$ cat src/hdl/gamepad_report_change_events_core_macros.svh
// Assertion macros for the gamepad report change event core.
// Included by the RTL files that carry concurrent checks; needs nothing else.
`ifndef GAMEPAD_REPORT_CHANGE_EVENTS_CORE_MACROS_SVH
`define GAMEPAD_REPORT_CHANGE_EVENTS_CORE_MACROS_SVH

// Same-cycle implication, checked outside reset.
`define GPCE_ASSERT_SAME(label, clk, rst, ante, cons, msg) \
  label: assert property (@(posedge clk) disable iff (rst) (ante) |-> (cons)) \
    else $error(msg);

// Next-cycle implication, checked outside reset.
`define GPCE_ASSERT_NEXT(label, clk, rst, ante, cons, msg) \
  label: assert property (@(posedge clk) disable iff (rst) (ante) |=> (cons)) \
    else $error(msg);

`endif

$ cat src/hdl/gpce_pkg.sv
// Shared types, constants and helper functions for the gamepad report change event core.
// Depends on nothing; imported by the core top level.
`default_nettype none

package gpce_pkg;

  // Slot and player numbering
  localparam int PADS     = 4;
  localparam int PAD_W    = 2;
  localparam int PLAYER_W = (PADS > 4) ? $clog2(PADS) : 2;

  // Event list layout: buttons first, then axes
  localparam int NUM_BUTTONS = 14;
  localparam int NUM_AXES    = 6;
  localparam int NUM_EVENTS  = NUM_BUTTONS + NUM_AXES;
  localparam int EVT_IDX_W   = $clog2(NUM_EVENTS);
  localparam int BTN_IDX_W   = $clog2(NUM_BUTTONS);
  localparam int AXIS_IDX_W  = $clog2(NUM_AXES);
  localparam int CTRL_W      = 4;
  localparam int AXIS_W      = 16;

  // Event kinds
  localparam logic [1:0] KIND_PRESS   = 2'd0;
  localparam logic [1:0] KIND_RELEASE = 2'd1;
  localparam logic [1:0] KIND_AXIS    = 2'd2;

  // Stick minimum and its reported replacement
  localparam logic [AXIS_W-1:0] STICK_MIN     = 16'h8000;
  localparam logic [AXIS_W-1:0] STICK_MIN_OUT = 16'h8001;

  // Stored report of one slot
  typedef struct packed {
    logic [31:0]       packet;
    logic [15:0]       buttons;
    logic [7:0]        left_trigger;
    logic [7:0]        right_trigger;
    logic [AXIS_W-1:0] left_x;
    logic [AXIS_W-1:0] left_y;
    logic [AXIS_W-1:0] right_x;
    logic [AXIS_W-1:0] right_y;
  } report_t;

  localparam int REPORT_W = $bits(report_t);

  typedef logic [NUM_AXES-1:0][AXIS_W-1:0] axes_t;

  // Report bit tested for each button index
  localparam logic [15:0] BUTTON_MASK [NUM_BUTTONS] = '{
    16'h0010, 16'h0020, 16'h0001, 16'h0002, 16'h0004, 16'h0008, 16'h0040,
    16'h0080, 16'h0100, 16'h0200, 16'h8000, 16'h1000, 16'h4000, 16'h2000
  };

  // Gather the mapped button bits in event order
  function automatic logic [NUM_BUTTONS-1:0] map_buttons(input logic [15:0] b);
    logic [NUM_BUTTONS-1:0] m;
    for (int i = 0; i < NUM_BUTTONS; i++) begin
      m[i] = |(b & BUTTON_MASK[i]);
    end
    return m;
  endfunction

  // (v*257)>>1 is the byte repeated and shifted right by one
  function automatic logic [AXIS_W-1:0] scale_trigger(input logic [7:0] v);
    return {1'b0, v, v[7:1]};
  endfunction

  // Axis values of a report in event order
  function automatic axes_t axes_of(input report_t r);
    axes_t a;
    a[0] = scale_trigger(r.left_trigger);
    a[1] = scale_trigger(r.right_trigger);
    a[2] = r.left_x;
    a[3] = r.left_y;
    a[4] = r.right_x;
    a[5] = r.right_y;
    return a;
  endfunction

  // Report the stick minimum one step higher
  function automatic logic [AXIS_W-1:0] clamp_axis(input logic [AXIS_W-1:0] v);
    return (v == STICK_MIN) ? STICK_MIN_OUT : v;
  endfunction

endpackage

`default_nettype wire

$ cat src/hdl/gpce_ram.sv
// Generic single-write, single-read RAM with a registered read port.
// Stand-alone; used for the per-slot report store of the event core.
`default_nettype none

module gpce_ram #(
  parameter int WIDTH = 8,
  parameter int DEPTH = 4
) (
  input  wire logic                                      clk,
  input  wire logic                                      wr_en,
  input  wire logic [((DEPTH > 1) ? $clog2(DEPTH) : 1)-1:0] wr_addr,
  input  wire logic [WIDTH-1:0]                          wr_data,
  input  wire logic                                      rd_en,
  input  wire logic [((DEPTH > 1) ? $clog2(DEPTH) : 1)-1:0] rd_addr,
  output logic      [WIDTH-1:0]                          rd_data
);

  logic [WIDTH-1:0] mem [DEPTH];

  // Write port
  always_ff @(posedge clk) begin
    if (wr_en) begin
      mem[wr_addr] <= wr_data;
    end
  end

  // Registered read, old data on a same-address write
  always_ff @(posedge clk) begin
    if (rd_en) begin
      rd_data <= mem[rd_addr];
    end
  end

endmodule

`default_nettype wire

$ cat src/hdl/gamepad_report_change_events_core.sv
// Gamepad report change event core: top level.
// Depends on gpce_pkg, gpce_ram and the core assertion macro header.
//
// Usage:
//   Report channel (report_valid / report_stall): one polled report per
//   transaction, carrying slot, connected flag, packet number, buttons,
//   triggers and stick axes.
//   Event channel (event_valid / event_stall): zero to 20 events per report,
//   buttons first, then axes; the final event of a report has last set.
//   A report that changes nothing produces no transaction at all.
// Path: a report is taken into the read stage, compared against the store
//   read, loaded into the event stage and sent on through the output register.
// Throughput: one event per cycle while event_stall is low. The next report
//   is read from the store while the current one is still emitting.
//   The per-slot store is a RAM with one write and one registered read port;
//   a report that follows a write to its own slot takes the written data.
// Reset: all slots unassigned, all players free, every stored report reads
//   as zero; no clearing pass is needed.
// Stall: event_stall holds the output register, the event stage waits, and
//   report_stall rises once the read stage holds a report it cannot pass on.
`default_nettype none

module gamepad_report_change_events_core
  import gpce_pkg::*;
(
  input  wire logic                clk,
  input  wire logic                rst,
  // Report channel
  input  wire logic                report_valid,
  output logic                     report_stall,
  input  wire logic [PAD_W-1:0]    pad,
  input  wire logic                connected,
  input  wire logic [31:0]         packet_number,
  input  wire logic [15:0]         buttons,
  input  wire logic [7:0]          left_trigger,
  input  wire logic [7:0]          right_trigger,
  input  wire logic signed [15:0]  left_x,
  input  wire logic signed [15:0]  left_y,
  input  wire logic signed [15:0]  right_x,
  input  wire logic signed [15:0]  right_y,
  // Event channel
  output logic                     event_valid,
  input  wire logic                event_stall,
  output logic [1:0]               event_kind,
  output logic [1:0]               player,
  output logic [CTRL_W-1:0]        control,
  output logic signed [15:0]       axis_value,
  output logic                     last
);

`include "gamepad_report_change_events_core_macros.svh"

  // Read stage
  logic             s1_valid;
  logic [PAD_W-1:0] s1_pad;
  logic             s1_conn;
  report_t          s1_rpt;
  logic             s1_fwd;
  report_t          s1_fwd_rpt;

  // Per-slot player state
  logic [PADS-1:0]     has_player;
  logic [PADS-1:0]     in_use;
  logic [PLAYER_W-1:0] player_of [PADS];
  logic [PADS-1:0]     rpt_valid;

  // Event stage
  logic [NUM_EVENTS-1:0]  pending;
  logic [NUM_EVENTS-1:0]  pending_next;
  logic [PLAYER_W-1:0]    s2_player;
  logic [NUM_BUTTONS-1:0] s2_press;
  axes_t                  s2_axis;

  // Report store
  logic                wr_en;
  logic [REPORT_W-1:0] rd_data;

  logic                  accept;
  logic                  s1_go;
  logic                  s2_free;
  logic                  emit;
  logic                  only_one;
  logic [NUM_EVENTS-1:0] lowbit;
  logic [EVT_IDX_W-1:0]  sel;
  logic [AXIS_IDX_W-1:0] axis_idx;

  logic                  in_range;
  report_t               prev;
  report_t               new_rpt;
  logic [PLAYER_W-1:0]   free_player;
  logic [PLAYER_W-1:0]   cur_player;
  logic                  is_new;
  logic                  take;
  axes_t                 prev_axes;
  axes_t                 new_axes;
  logic [NUM_EVENTS-1:0] pend_new;
  axes_t                 out_axes;

  gpce_ram #(
    .WIDTH (REPORT_W),
    .DEPTH (PADS)
  ) u_rpt_ram (
    .clk     (clk),
    .wr_en   (wr_en),
    .wr_addr (s1_pad),
    .wr_data (new_rpt),
    .rd_en   (accept),
    .rd_addr (pad),
    .rd_data (rd_data)
  );

  // Handshake: event stage frees up as its last event leaves
  always_comb begin
    lowbit       = pending & (~pending + 1'b1);
    only_one     = (pending == lowbit);
    emit         = (pending != '0) && (!event_valid || !event_stall);
    s2_free      = (pending == '0) || (emit && only_one);
    s1_go        = s1_valid && s2_free;
    report_stall = s1_valid && !s2_free;
    accept       = report_valid && !report_stall;
  end

  // Compare the stored report with the incoming one
  always_comb begin
    in_range = (int'(s1_pad) < PADS);
    if (s1_fwd) begin
      prev = s1_fwd_rpt;
    end else if (rpt_valid[s1_pad]) begin
      prev = report_t'(rd_data);
    end else begin
      prev = '0;
    end
    new_rpt = s1_conn ? s1_rpt : '0;

    free_player = '0;
    for (int p = PADS - 1; p >= 0; p--) begin
      if (!in_use[p]) begin
        free_player = PLAYER_W'(p);
      end
    end
    cur_player = has_player[s1_pad] ? player_of[s1_pad] : free_player;
    is_new     = !has_player[s1_pad] || (s1_rpt.packet != prev.packet);
    take       = in_range && (s1_conn ? is_new : has_player[s1_pad]);

    prev_axes = axes_of(prev);
    new_axes  = axes_of(new_rpt);
    pend_new[NUM_BUTTONS-1:0] = map_buttons(prev.buttons ^ new_rpt.buttons);
    for (int a = 0; a < NUM_AXES; a++) begin
      pend_new[NUM_BUTTONS + a] = (prev_axes[a] != new_axes[a]);
      out_axes[a]               = clamp_axis(new_axes[a]);
    end
    wr_en = s1_go && take;
  end

  // Read stage register; forward a same-slot write made at the same edge
  always_ff @(posedge clk) begin
    if (rst) begin
      s1_valid <= 1'b0;
    end else if (accept) begin
      s1_valid <= 1'b1;
    end else if (s1_go) begin
      s1_valid <= 1'b0;
    end
  end

  always_ff @(posedge clk) begin
    if (accept) begin
      s1_pad             <= pad;
      s1_conn            <= connected;
      s1_rpt.packet      <= packet_number;
      s1_rpt.buttons     <= buttons;
      s1_rpt.left_trigger  <= left_trigger;
      s1_rpt.right_trigger <= right_trigger;
      s1_rpt.left_x      <= left_x;
      s1_rpt.left_y      <= left_y;
      s1_rpt.right_x     <= right_x;
      s1_rpt.right_y     <= right_y;
      s1_fwd             <= wr_en && (s1_pad == pad);
      s1_fwd_rpt         <= new_rpt;
    end
  end

  // Player assignment and release, store valid bits
  always_ff @(posedge clk) begin
    if (rst) begin
      has_player <= '0;
      in_use     <= '0;
      rpt_valid  <= '0;
      for (int i = 0; i < PADS; i++) begin
        player_of[i] <= '0;
      end
    end else if (s1_go && in_range) begin
      if (s1_conn && !has_player[s1_pad]) begin
        has_player[s1_pad]  <= 1'b1;
        player_of[s1_pad]   <= free_player;
        in_use[free_player] <= 1'b1;
      end else if (!s1_conn && has_player[s1_pad]) begin
        has_player[s1_pad]        <= 1'b0;
        player_of[s1_pad]         <= '0;
        in_use[player_of[s1_pad]] <= 1'b0;
      end
      if (take) begin
        rpt_valid[s1_pad] <= 1'b1;
      end
    end
  end

  // Event stage: load a new change set or drop the event just sent
  always_comb begin
    if (s1_go) begin
      pending_next = take ? pend_new : '0;
    end else if (emit) begin
      pending_next = pending & ~lowbit;
    end else begin
      pending_next = pending;
    end
  end

  always_ff @(posedge clk) begin
    if (rst) begin
      pending <= '0;
    end else begin
      pending <= pending_next;
    end
  end

  always_ff @(posedge clk) begin
    if (s1_go) begin
      s2_player <= cur_player;
      s2_press  <= map_buttons(new_rpt.buttons);
      s2_axis   <= out_axes;
    end
  end

  // Encode the lowest pending event
  always_comb begin
    sel = '0;
    for (int i = 0; i < NUM_EVENTS; i++) begin
      if (lowbit[i]) begin
        sel = sel | EVT_IDX_W'(i);
      end
    end
    axis_idx = AXIS_IDX_W'(sel - EVT_IDX_W'(NUM_BUTTONS));
  end

  // Output register
  always_ff @(posedge clk) begin
    if (rst) begin
      event_valid <= 1'b0;
    end else if (emit) begin
      event_valid <= 1'b1;
    end else if (!event_stall) begin
      event_valid <= 1'b0;
    end
  end

  always_ff @(posedge clk) begin
    if (emit) begin
      player <= s2_player[1:0];
      last   <= only_one;
      if (int'(sel) < NUM_BUTTONS) begin
        event_kind <= s2_press[sel[BTN_IDX_W-1:0]] ? KIND_PRESS : KIND_RELEASE;
        control    <= CTRL_W'(sel);
        axis_value <= '0;
      end else begin
        event_kind <= KIND_AXIS;
        control    <= CTRL_W'(axis_idx);
        axis_value <= s2_axis[axis_idx];
      end
    end
  end

  // Assigned slots and players in use always match in number
  `GPCE_ASSERT_SAME(a_player_count, clk, rst, 1'b1,
    $countones(has_player) == $countones(in_use), "player count mismatch")
  // A report never enters the event stage over unsent events
  `GPCE_ASSERT_SAME(a_no_overrun, clk, rst, (pending != '0) && !(emit && only_one),
    !s1_go, "event stage overrun")
  // An emitted event lands in the output register with its last flag
  `GPCE_ASSERT_NEXT(a_emit_last, clk, rst, emit,
    event_valid && (last == $past(only_one)), "event lost or last flag wrong")

endmodule

`default_nettype wire
$ cat config.mk
export PLATFORM = sky130hd
export DESIGN_NAME = gamepad_report_change_events_core
export DESIGN_NICKNAME = d
export VERILOG_FILES = /design/src/hdl/gpce_pkg.sv /design/src/hdl/gpce_ram.sv /design/src/hdl/gamepad_report_change_events_core.sv
export VERILOG_INCLUDE_DIRS = /design/src /design/src/hdl
export SDC_FILE = /design/constraint.sdc
export NUM_CORES = 1
export LEC_CHECK = 0
export ABC_AREA = 0
export ABC_CLOCK_PERIOD_IN_PS = 13600
export BUFFER_PORTS_ARGS = -buffer_cell sky130_fd_sc_hd__buf_4
export CAP_MARGIN = 10
export CORE_AREA = 5 5 269 402
export CTS_BUF_LIST = sky130_fd_sc_hd__clkbuf_8 sky130_fd_sc_hd__clkbuf_16
export DETAILED_ROUTE_END_ITERATION = 10
export DIE_AREA = 0 0 274 407
export GPL_ROUTABILITY_DRIVEN = 0
export PLACE_DENSITY = 0.56
export SKIP_LAST_GASP = 1
export SYNTH_ARGS = -nofsm -noshare
export SYNTH_HDL_FRONTEND = slang
export SYNTH_SLANG_ARGS = --single-unit
export TNS_END_PERCENT = 100
$ cat constraint.sdc
create_clock -name clk -period 13.6 [get_ports clk]
set_clock_uncertainty 0.15 [all_clocks]
set_input_delay 0.68 -clock clk [delete_from_list [all_inputs] [get_ports clk]]
set_output_delay 0.68 -clock clk [all_outputs]
set_load 0.05 [all_outputs]
Yosys cells after proc, flatten, opt, wreduce, memory -nomap -nowiden
Memories as Yosys holds them, arrays and structs flattened. A register that Yosys moved wholly into a read port is not among the register bits. Cells that the tools add are included. W data, S select, Z words.

Register bits: 429. Input bits: 135. Memory bits (writable): 520. Memories: 2.

Memory list: u_rpt_ram.mem (words 4, width 128, rd ports 1, clocked after Yosys merged registers in 1, wr ports 1, RTL line gpce_ram.sv:18) `logic [WIDTH-1:0] mem [DEPTH];`; player_of (words 4, width 2, rd ports 1, clocked after Yosys merged registers in 1, wr ports 4, RTL line gamepad_report_change_events_core.sv:64) `logic [PLAYER_W-1:0] player_of [PADS];`.

Bitwise operators: 13. $lt $le $gt $ge: 9. Reductions and logical operators: 29. $add $sub $neg: 2. Eq/ne operators: 14. Muxes and demuxes: 73.

Operators by type and width (count): $mux W128 (3); $eq A16 B16 Y1 const B (4); $ne A16 B16 Y1 (4); $mux W20 (3); $bmux W16 S3 (1); $mux W4 (12); $and A20 B20 Y20 (2); $not A20 Y20 (2); $ne A32 B32 Y1 (1); $ne A15 B15 Y1 (2); $mux W1 (27); $mux W2 (11); $add A20 B1 Y20 const B (1); $eq A20 B20 Y1 (1); $logic_not A20 Y1 (1); $mux W5 (4); $reduce_bool A20 Y1 (1); $mux W16 (1); $xor A16 B16 Y16 (1); $mux W3 (5); $logic_and A1 B1 Y1 (12); $or A4 B4 Y4 (3); $lt A2 B3 Y1 const B (3); $and A4 B4 Y4 (2); other kinds (17) (33).

Longest topological paths before layout
Gate-level depths: netlist of run 1.

Depth after elaboration: 25. Depth in mapped cells: 15. Depth with buffers taken out: 13.

Hierarchy
From an unflattened synthesis of run 1, not the netlist that was laid out.

Cells, all modules: 2517. Area, all modules: 42266.8 um2.

By module, submodules not included: gpce_ram (area an instance 22446.5 um2, cells each 800, instances 1); gamepad_report_change_events_core (area an instance 19820.3 um2, cells each 1717, instances 1).

Least setup slack after synthesis of run 1
No wires, ideal clock.

Kind: register to register. From: register pending[9]. To: register s1_conn (enable). Cell stages (with the launch flop): 10. Setup slack: 2.730 ns. Library setup time: 0.731 ns. Buffers on the path: 1. Period minus slack after synthesis: 10.870 ns. Arrival: 9.989 ns. Data required time: 12.719 ns. Path through: dfxtp_1 > buf_6 > or4_4 > or3_4 > a2111oi_4 > a31oi_2 > nor4b_2 > nor3_1 > nand2b_1 > inv_1.

Longest elaborated chain between the ends: 10. Elaborated cells on any way between the ends: 13. Those cells by class: add/sub (1); eq/ne (1); bitwise (2); reduce/logical (9).

Ends and longest elaborated chain: start: declaration (RTL line gamepad_report_change_events_core.sv:68) `logic [NUM_EVENTS-1:0] pending;`; start signal: assignment (RTL line gamepad_report_change_events_core.sv:223) `pending <= pending_next;`; $not A20 Y20 (RTL line gamepad_report_change_events_core.sv:114) `lowbit = pending & (~pending + 1'b1);`; $add A20 B1 Y20 (RTL line gamepad_report_change_events_core.sv:114); $and A20 B20 Y20 (RTL line gamepad_report_change_events_core.sv:114); $eq A20 B20 Y1 (RTL line gamepad_report_change_events_core.sv:115) `only_one = (pending == lowbit);`; $logic_and A1 B1 Y1 (RTL line gamepad_report_change_events_core.sv:117) `s2_free = (pending == '0) || (emit && only_one);`; $logic_or A1 B1 Y1 * (RTL line gamepad_report_change_events_core.sv:117); $logic_not A1 Y1 * (RTL line gamepad_report_change_events_core.sv:119) `report_stall = s1_valid && !s2_free;`; $logic_and A1 B1 Y1 * (RTL line gamepad_report_change_events_core.sv:119); net report_stall (RTL line gamepad_report_change_events_core.sv:30) `output logic report_stall,`; $logic_not A1 Y1 * (RTL line gamepad_report_change_events_core.sv:120) `accept = report_valid && !report_stall;`; $logic_and A1 B1 Y1 * (RTL line gamepad_report_change_events_core.sv:120); net accept (RTL line gamepad_report_change_events_core.sv:78) `logic accept;`; end signal: assignment (RTL line gamepad_report_change_events_core.sv:169) `s1_conn <= connected;`; end: declaration (RTL line gamepad_report_change_events_core.sv:56) `logic s1_conn;`.

The timed path passes the listed nets; every way through them passes the cells marked *. A chain may end at the register's enable or synchronous reset.

Worst setup path after layout of run 1
From: register pending[4]. To: register s1_rpt[13] (netlist name) (enable).

Longest elaborated chain between the ends: 10. Elaborated cells on any way between the ends: 13. Those cells by class: add/sub (1); eq/ne (1); bitwise (2); reduce/logical (9).

Ends and longest elaborated chain: $not A20 Y20 (RTL line gamepad_report_change_events_core.sv:114); $add A20 B1 Y20 (RTL line gamepad_report_change_events_core.sv:114); $and A20 B20 Y20 (RTL line gamepad_report_change_events_core.sv:114); $eq A20 B20 Y1 (RTL line gamepad_report_change_events_core.sv:115); $logic_and A1 B1 Y1 (RTL line gamepad_report_change_events_core.sv:117); $logic_or A1 B1 Y1 * (RTL line gamepad_report_change_events_core.sv:117); $logic_not A1 Y1 * (RTL line gamepad_report_change_events_core.sv:119); $logic_and A1 B1 Y1 * (RTL line gamepad_report_change_events_core.sv:119); $logic_not A1 Y1 * (RTL line gamepad_report_change_events_core.sv:120); $logic_and A1 B1 Y1 * (RTL line gamepad_report_change_events_core.sv:120); net accept (RTL line gamepad_report_change_events_core.sv:78); end: declaration (RTL line gamepad_report_change_events_core.sv:57) `report_t s1_rpt;`.

Marks and branches as above.

==> impl_metrics.env, run 1 <==
export IMPL_drive_above_1_share_pct=18.4
export IMPL_ys_ff_latch=1051
export IMPL_synth_simple_area_share_pct=7.24
export IMPL_fin_crit_sh_pct=42.4
export IMPL_cts_buffers=101
export IMPL_vias_per_cell=5.31
export IMPL_critical_path_arrival_ns=5.93
export IMPL_fin_ws_ns=7.83
export IMPL_synth_adder_area_share_pct=0.115
export IMPL_async_flop_share_pct=0
export IMPL_hold_buffers=127
export IMPL_ys_seq_area_share_pct=75.4
export IMPL_yosysUniqueCellTypes=82
export IMPL_design_die_area_sq_um=112000
export IMPL_multi_input_area_sq_um=9490
export IMPL_p_leak_uw=0.0163
export IMPL_area_growth_pct=17.8
export IMPL_wire_per_inst_um=23.9
export IMPL_post_route_util_pct=46.9
export IMPL_cts_resized=0
export IMPL_setup_tns_ns=0
export IMPL_worst_pin_slew_ns=1.13
export IMPL_hold_end="s1_valid"
export IMPL_yosys_warnings=0
export IMPL_core_sq_um=104000
export IMPL_worstHoldPathType="primary input to register"
export IMPL_rrSetupSlack_ns=7.83
export IMPL_min_period_ns=5.77
export IMPL_status="finished clean"
export IMPL_cts_root_buf="clkbuf_16"
export IMPL_rsz0062_at_grt="no"
export IMPL_finalHoldViolCount=0
export IMPL_insertion_delay_ns=0.69
export IMPL_hold_path_depth=3
export IMPL_dr_first_iter_drc_count=1782
export IMPL_synth_edf_count=1015
export IMPL_synth_top_family_by_area="multiplexers"
export IMPL_grt_pass1_wl_mm=148
export IMPL_required_ns=13.75
export IMPL_min_from="report_valid"
export IMPL_grt_usage_pct=17.7
export IMPL_pre_cts_ws_ns=7.79
export IMPL_start_util_pct=39.8
export IMPL_clk_path_buf_depth=3
export IMPL_worstRegToRegCells=10
export IMPL_critical_path_class="register to register"
export IMPL_htree_levels=3
export IMPL_die_w_um=274
export IMPL_synthMuxAreaShare_pct=8.18
export IMPL_dpl_hpwl_mm=58.4
export IMPL_relSlewSlack_pct=24.8
export IMPL_r2r_start="pending[4]"
export IMPL_timing_critical_path_buf_inv=3
export IMPL_firstDrtPassIters=5
export IMPL_drv_cap=0
export IMPL_yosys_most_used_dff="edfxtp_1"
export IMPL_cts_tree="yes"
export IMPL_cts_clk_slew_worst_paths_ns=0.06
export IMPL_cts_setup_buffers=0
export IMPL_seqCellArea_sq_um=31200
export IMPL_die_h_um=407
export IMPL_critPathLaunchType="register"
export IMPL_syn_nets=2495
export IMPL_num_rows=145
export IMPL_drc=0
export IMPL_fin_nets=2797
export IMPL_syn_area_sq_um=41400
export IMPL_grt_max_degree=128
export IMPL_grt_antenna_before_repair=1
export IMPL_fillers=8871
export IMPL_path_max_fanout=127
export IMPL_overflow=0
export IMPL_ioPinCount=162
export IMPL_end_kind="register"
export IMPL_grt_pass1_vias=23000
export IMPL_synthCells=2357
export IMPL_cts_sinks=1051
export IMPL_synth_avg_cell_area_sq_um=17.5
export IMPL_slowest_stage="buf_4"
export IMPL_synth_compound_area_share_pct=4.80
export IMPL_rr_endpoint="s1_rpt[13]"
export IMPL_crit_path_max_incr_delay_ns=0.80
export IMPL_postRouteAntennaNets=0
export IMPL_setup_viol=0
export IMPL_numPortBuffers=159
export IMPL_drt_total_wl_mm=99.1
export IMPL_num_vias=22000
export IMPL_finalPower_uw=8550
export IMPL_powerDensity_nw_per_um2=175
export IMPL_crit_chain="nor4_1 > nand4_1 > a21o_1 > a211oi_2 > nor4b_2 > nor3_1 > nand2b_1 > inv_8 > buf_4 > buf_4"
export IMPL_synthXorXnorAreaFrac_pct=2.54
export IMPL_vdd_drop_max_uv=135
export IMPL_max_freq_mhz=173
export IMPL_cpMostUsedCell="buf_4"
export IMPL_drv_slew=0
export IMPL_path_delay_family="buffers and inverters"
==> state kept, by name, indices dropped and copies added (netlist names), 4 cells and up, named ones only <==
name               flops
axis_value            16
control                4
in_use                 4
pending               20
player_of              8
rpt_valid              4
s1_fwd_rpt           126
s1_rpt               126
s2_axis               80
s2_press              14
u_rpt_ram.mem        504
u_rpt_ram.rd_data    126
==> per-stage QoR <==
| step | area (sq um) | hold slack (ns) | cells |
|---|---|---|---|
| floorplan | 41400 | 0.250 | 2357 |
| global placement | 44100 | 0.265 | 3825 |
| detailed placement | 44100 | 0.263 | 3825 |
| CTS | 48700 | 0.0192 | 4138 |
| global route | 48700 | 0.0658 | 4138 |
| finish | 48700 | 0.0800 | 4139 |
==> synth_stat cells, drive strengths merged, types with 16 or more instances <==
library cell | number | share of area [%]
mux4 | 129 | 7.0
xnor2 | 83 | 1.8
and3 | 20 | 0.30
nand3 | 23 | 0.29
and2 | 187 | 2.8
a21oi | 36 | 0.44
nor3 | 16 | 0.22
clkbuf | 91 | 0.83
o21ai | 81 | 0.99
nor2 | 37 | 0.34
mux2i | 41 | 0.99
a22oi | 29 | 0.53
nor4 | 41 | 0.64
o31ai | 22 | 0.40
nand2b | 20 | 0.30
inv | 53 | 0.48
nand2 | 134 | 1.2
buf | 31 | 0.40
edfxtp | 1015 | 74
a31oi | 24 | 0.38
nand4 | 29 | 0.44
xor2 | 37 | 0.78
o211ai | 28 | 0.51
dfxtp | 36 | 1.7
==> placed cells by master, fill, tap and decap left out, types with 23 or more instances in the layout <==
cell / count
edfxtp_1: 1015
buf_4: 190
and2_1: 186
nand2_1: 134
mux4_2: 128
dlygate4sd3_1: 127
clkbuf_16: 104
xnor2_1: 83
o21ai_0: 76
inv_1: 71
mux2i_1: 41
nor4_1: 40
xor2_1: 37
a21oi_1: 36
dfxtp_1: 36
nor2_1: 32
nand4_1: 29
a22oi_1: 29
o211ai_1: 28
a31oi_1: 23
==> worst min-delay path, cell delays in order <==
cell    delay, ns
buf_4        0.09
nor2_1       0.04
nor2_1       0.07
==> where the power goes <==
group	internal (uW)	total, uW	switching, uW
registers	4020	4190	166
clock network	1610	2820	1210
logic	485	1540	1050
==> worst max-delay path by stage <==
stage / cells past startpoint / endpoint / start
after floorplan: 9 / s1_conn / pending[9]
after global placement: 9 / u_rpt_ram.mem[0][54] / s1_pad[0]
after detailed placement: 10 / s1_rpt[1] / pending[4]
after CTS: 10 / s1_rpt[25] / pending[0]
after global routing: 10 / s1_rpt[13] / pending[0]
final: 10 / s1_rpt[13] / pending[4]
==> cell type report <==
cell class | instances | share of cell area, %
clock buffer | 104 | 5.34
multi-input combinational | 1131 | 19.5
clock inverter | 82 | 1.47
antenna | 1 | 0.00513
inverter | 53 | 0.429
sequential | 1051 | 64.0
timing repair buffer | 321 | 5.67
tap | 1396 | 3.58
==> cells by family after synthesis <==
kind of cell / Yosys count
AOI/OAI and AO/OA: 292
xor gates and xnor gates: 120
adders and majority gates: 4
buffers and inverters: 175
DFF: 1051
muxes: 176
and+or+nand+nor: 539
==> metal layers <==
metal / vias up / part of all wire [%] / track usage, %
met4: 0 / 2.4 / 5.22
met3: 134 / 4.8 / 2.35
met2: 646 / 52 / 31.4
met1: 11400 / 41 / 22.7
li1: 9844 / - / -
met5: - / 0 / 0
No activity file was read; power rests on OpenSTA's default activity.
==> inputs of run 2 (changes only) <==
ABC_AREA = 1   (was 0)
ABC_CLOCK_PERIOD_IN_PS = 5200   (was 13600)
CORE_AREA = 5 5 273 409   (was 5 5 269 402)
DIE_AREA = 0 0 278 414   (was 0 0 274 407)
PLACE_DENSITY = 0.58   (was 0.56)
clock period = 5.2 ns   (was 13.6 ns; I/O delays follow)
==> impl_metrics.env, run 2 <==
export IMPL_synthCells=3613
export IMPL_yosysUniqueCellTypes=45
export IMPL_worstRegToRegCells=18
export IMPL_path_max_fanout=35
export IMPL_rr_endpoint="u_rpt_ram.mem[1][54]"
export IMPL_async_flop_share_pct=0
export IMPL_syn_area_sq_um=42700
export IMPL_cts_clk_slew_worst_paths_ns=0.06
export IMPL_critPathLaunchType="register"
export IMPL_wire_per_inst_um=19.9
export IMPL_dpl_hpwl_mm=61.0
export IMPL_fin_nets=4014
export IMPL_die_h_um=414
export IMPL_fillers=9742
export IMPL_ys_seq_area_share_pct=73.0
export IMPL_mostFrequentLayoutCells="1015 x edfxtp_1, 770 x nand2_1, 425 x nor2_1"
export IMPL_numPortBuffers=159
export IMPL_synth_avg_cell_area_sq_um=11.8
export IMPL_finalHoldViolCount=0
export IMPL_worstHoldPathType="primary input to register"
export IMPL_rsz0062_at_grt="no"
export IMPL_fin_crit_sh_pct=79.4
export IMPL_ys_ff_latch=1051
export IMPL_yosys_warnings=0
export IMPL_yosys_most_used_dff="edfxtp_1"
export IMPL_yosys_area_top_type="edfxtp_1"
export IMPL_cts_root_buf="clkbuf_16"
export IMPL_largest_register_ffs=504
export IMPL_dr_first_iter_drc_count=2406
export IMPL_synth_most_common_cell="edfxtp_1"
export IMPL_worst_pin_slew_ns=0.981
export IMPL_critical_path_arrival_ns=4.35
export IMPL_overflow=0
export IMPL_relSlewSlack_pct=34.5
export IMPL_ioPinCount=162
export IMPL_design_die_area_sq_um=115000
export IMPL_grt_pass1_wl_mm=161
export IMPL_num_vias=27500
export IMPL_cts_buffers=100
export IMPL_synth_common_cells="1015 x edfxtp_1, 773 x nand2_1, 429 x nor2_1"
export IMPL_end_kind="register"
export IMPL_grt_antenna_before_repair=1
export IMPL_htree_levels=3
export IMPL_critical_path_class="register to register"
export IMPL_core_sq_um=108000
export IMPL_cts_sinks=1051
export IMPL_required_ns=5.42
export IMPL_insertion_delay_ns=0.71
export IMPL_min_from="left_x[9]"
export IMPL_firstDrtPassIters=5
export IMPL_drt_total_wl_mm=107
export IMPL_hold_path_depth=2
export IMPL_max_freq_mhz=242
export IMPL_setup_viol=0
export IMPL_yosysTopAreaCellShare_pct=71.3
export IMPL_grt_pass1_vias=27100
export IMPL_syn_nets=3751
export IMPL_multi_input_area_sq_um=9580
export IMPL_drv_slew=0
export IMPL_drive_above_1_share_pct=10.2
export IMPL_r2r_start="s1_pad[0]"
export IMPL_drc=0
export IMPL_vias_per_cell=5.11
export IMPL_postRouteAntennaNets=0
export IMPL_rrSetupSlack_ns=1.07
export IMPL_holdWs_ns=0.115
export IMPL_p_leak_uw=0.0198
export IMPL_cts_tree="yes"
export IMPL_drv_cap=0
export IMPL_mostFrequentLayoutCell="edfxtp_1"
export IMPL_min_period_ns=4.13
export IMPL_num_rows=148
export IMPL_area_growth_pct=17.4
export IMPL_design_area_sq_um=50200
export IMPL_vdd_drop_max_uv=478
export IMPL_die_w_um=278
export IMPL_yosys_top_cells_area="edfxtp_1 71%, nand2_1 6.8%, nor2_1 3.8%"
export IMPL_largest_register="u_rpt_ram.mem"
export IMPL_setup_tns_ns=0
export IMPL_start_util_pct=39.6
export IMPL_powerDensity_nw_per_um2=542
export IMPL_hold_end="s1_rpt[57]"
export IMPL_grt_max_degree=150
export IMPL_synth_edf_count=1015
export IMPL_grt_usage_pct=18.0
export IMPL_place_area_sq_um=45500
export IMPL_status="finished clean"
export IMPL_seqCellArea_sq_um=31200
export IMPL_clk_path_buf_depth=3
## run 2: repair_timing
| action | 4_1_cts | 5_1_grt |
|---|---|---|
| endpoints found under the hold margin | 140 | 0 |
| gates resized for setup | 0 | 0 |
| setup buffers | 0 | 0 |
| hold buffers | 130 | 0 |
## run 2: worst max-delay path by stage
| stage | start | to | slack [ns] | depth (start not counted) |
|---|---|---|---|---|
| finish | s1_pad[0] | u_rpt_ram.mem[1][54] | 1.07 | 18 |
| floorplan | pending[1] | s1_conn | -2.31 | 15 |
| global route | s1_pad[0] | u_rpt_ram.mem[1][62] | 0.70 | 18 |
| CTS | s1_pad[0] | u_rpt_ram.mem[1][58] | 1.04 | 18 |
| global placement | s1_pad[0] | u_rpt_ram.mem[1][48] | 1.05 | 18 |
| detailed placement | s1_pad[0] | u_rpt_ram.mem[1][52] | 1.02 | 18 |
## run 2: critical path, stage by stage, from the launching register on
cell,delay [ns]
edfxtp_1,0.53
inv_2,0.12
nand2_1,0.05
nand2_1,0.05
nand2_1,0.08
nand2_4,0.37
nand2_1,0.13
nand2_1,0.09
nand2_1,0.05
nand2_1,0.11
nor2_1,0.06
nand2_1,0.05
nor2_1,0.04
nand2_1,0.06
nor2_1,0.06
nand2_2,0.35
nand2_1,0.37
nor2_4,0.57
buf_4,0.45
## run 2: metal layers
metal	vias up	GRT usage [%]	wire (um)	share of wire, %
met1	13500	23.7	45000	42
met4	0	6.59	3320	3.1
met2	824	30.7	52900	49
met5	-	0	0	0
li1	13000	-	-	-
met3	160	2.35	5970	5.6
## run 2: where the power goes
group	internal (uW)	switching, uW
registers	11400	506
clock network	4170	3210
logic	1890	5970
total	17500	9680
## run 2: cell type report
class / instances / area share, %
inverters: 336 / 2.56
flip-flops and latches: 1051 / 62.2
well taps: 1425 / 3.55
repair buffers: 326 / 5.96
diodes: 1 / 0.00499
multi-input cells: 2061 / 19.1
clock buffers: 102 / 5.09
clock inverters: 80 / 1.49
## run 2: kinds of logic (layout without fill, tap and decap cells)
family / after synthesis / after routing / share of synthesized area, %
simple gates: 1455 / 1455 / 13.9
flops: 1051 / 1051 / 73.0
compound gates: 528 / 528 / 6.76
buf+inv: 501 / 844 / 4.67
xor+xnor: 75 / 75 / 1.54
fa+ha+maj: 3 / 3 / 0.0879
other cells: 0 / 1 / 0
## run 2: metrics by stage
stage               cells  power (uW)  setup WS [ns]  util [%]
floorplan            3613       17300          -2.31         -
global placement     5069       19900           1.05      42.3
detailed placement   5069       19900           1.02      42.3
CTS                  5381       27400           1.04      46.5
global route         5381       28500          0.700      46.5
finish               5382       27200           1.07      46.5
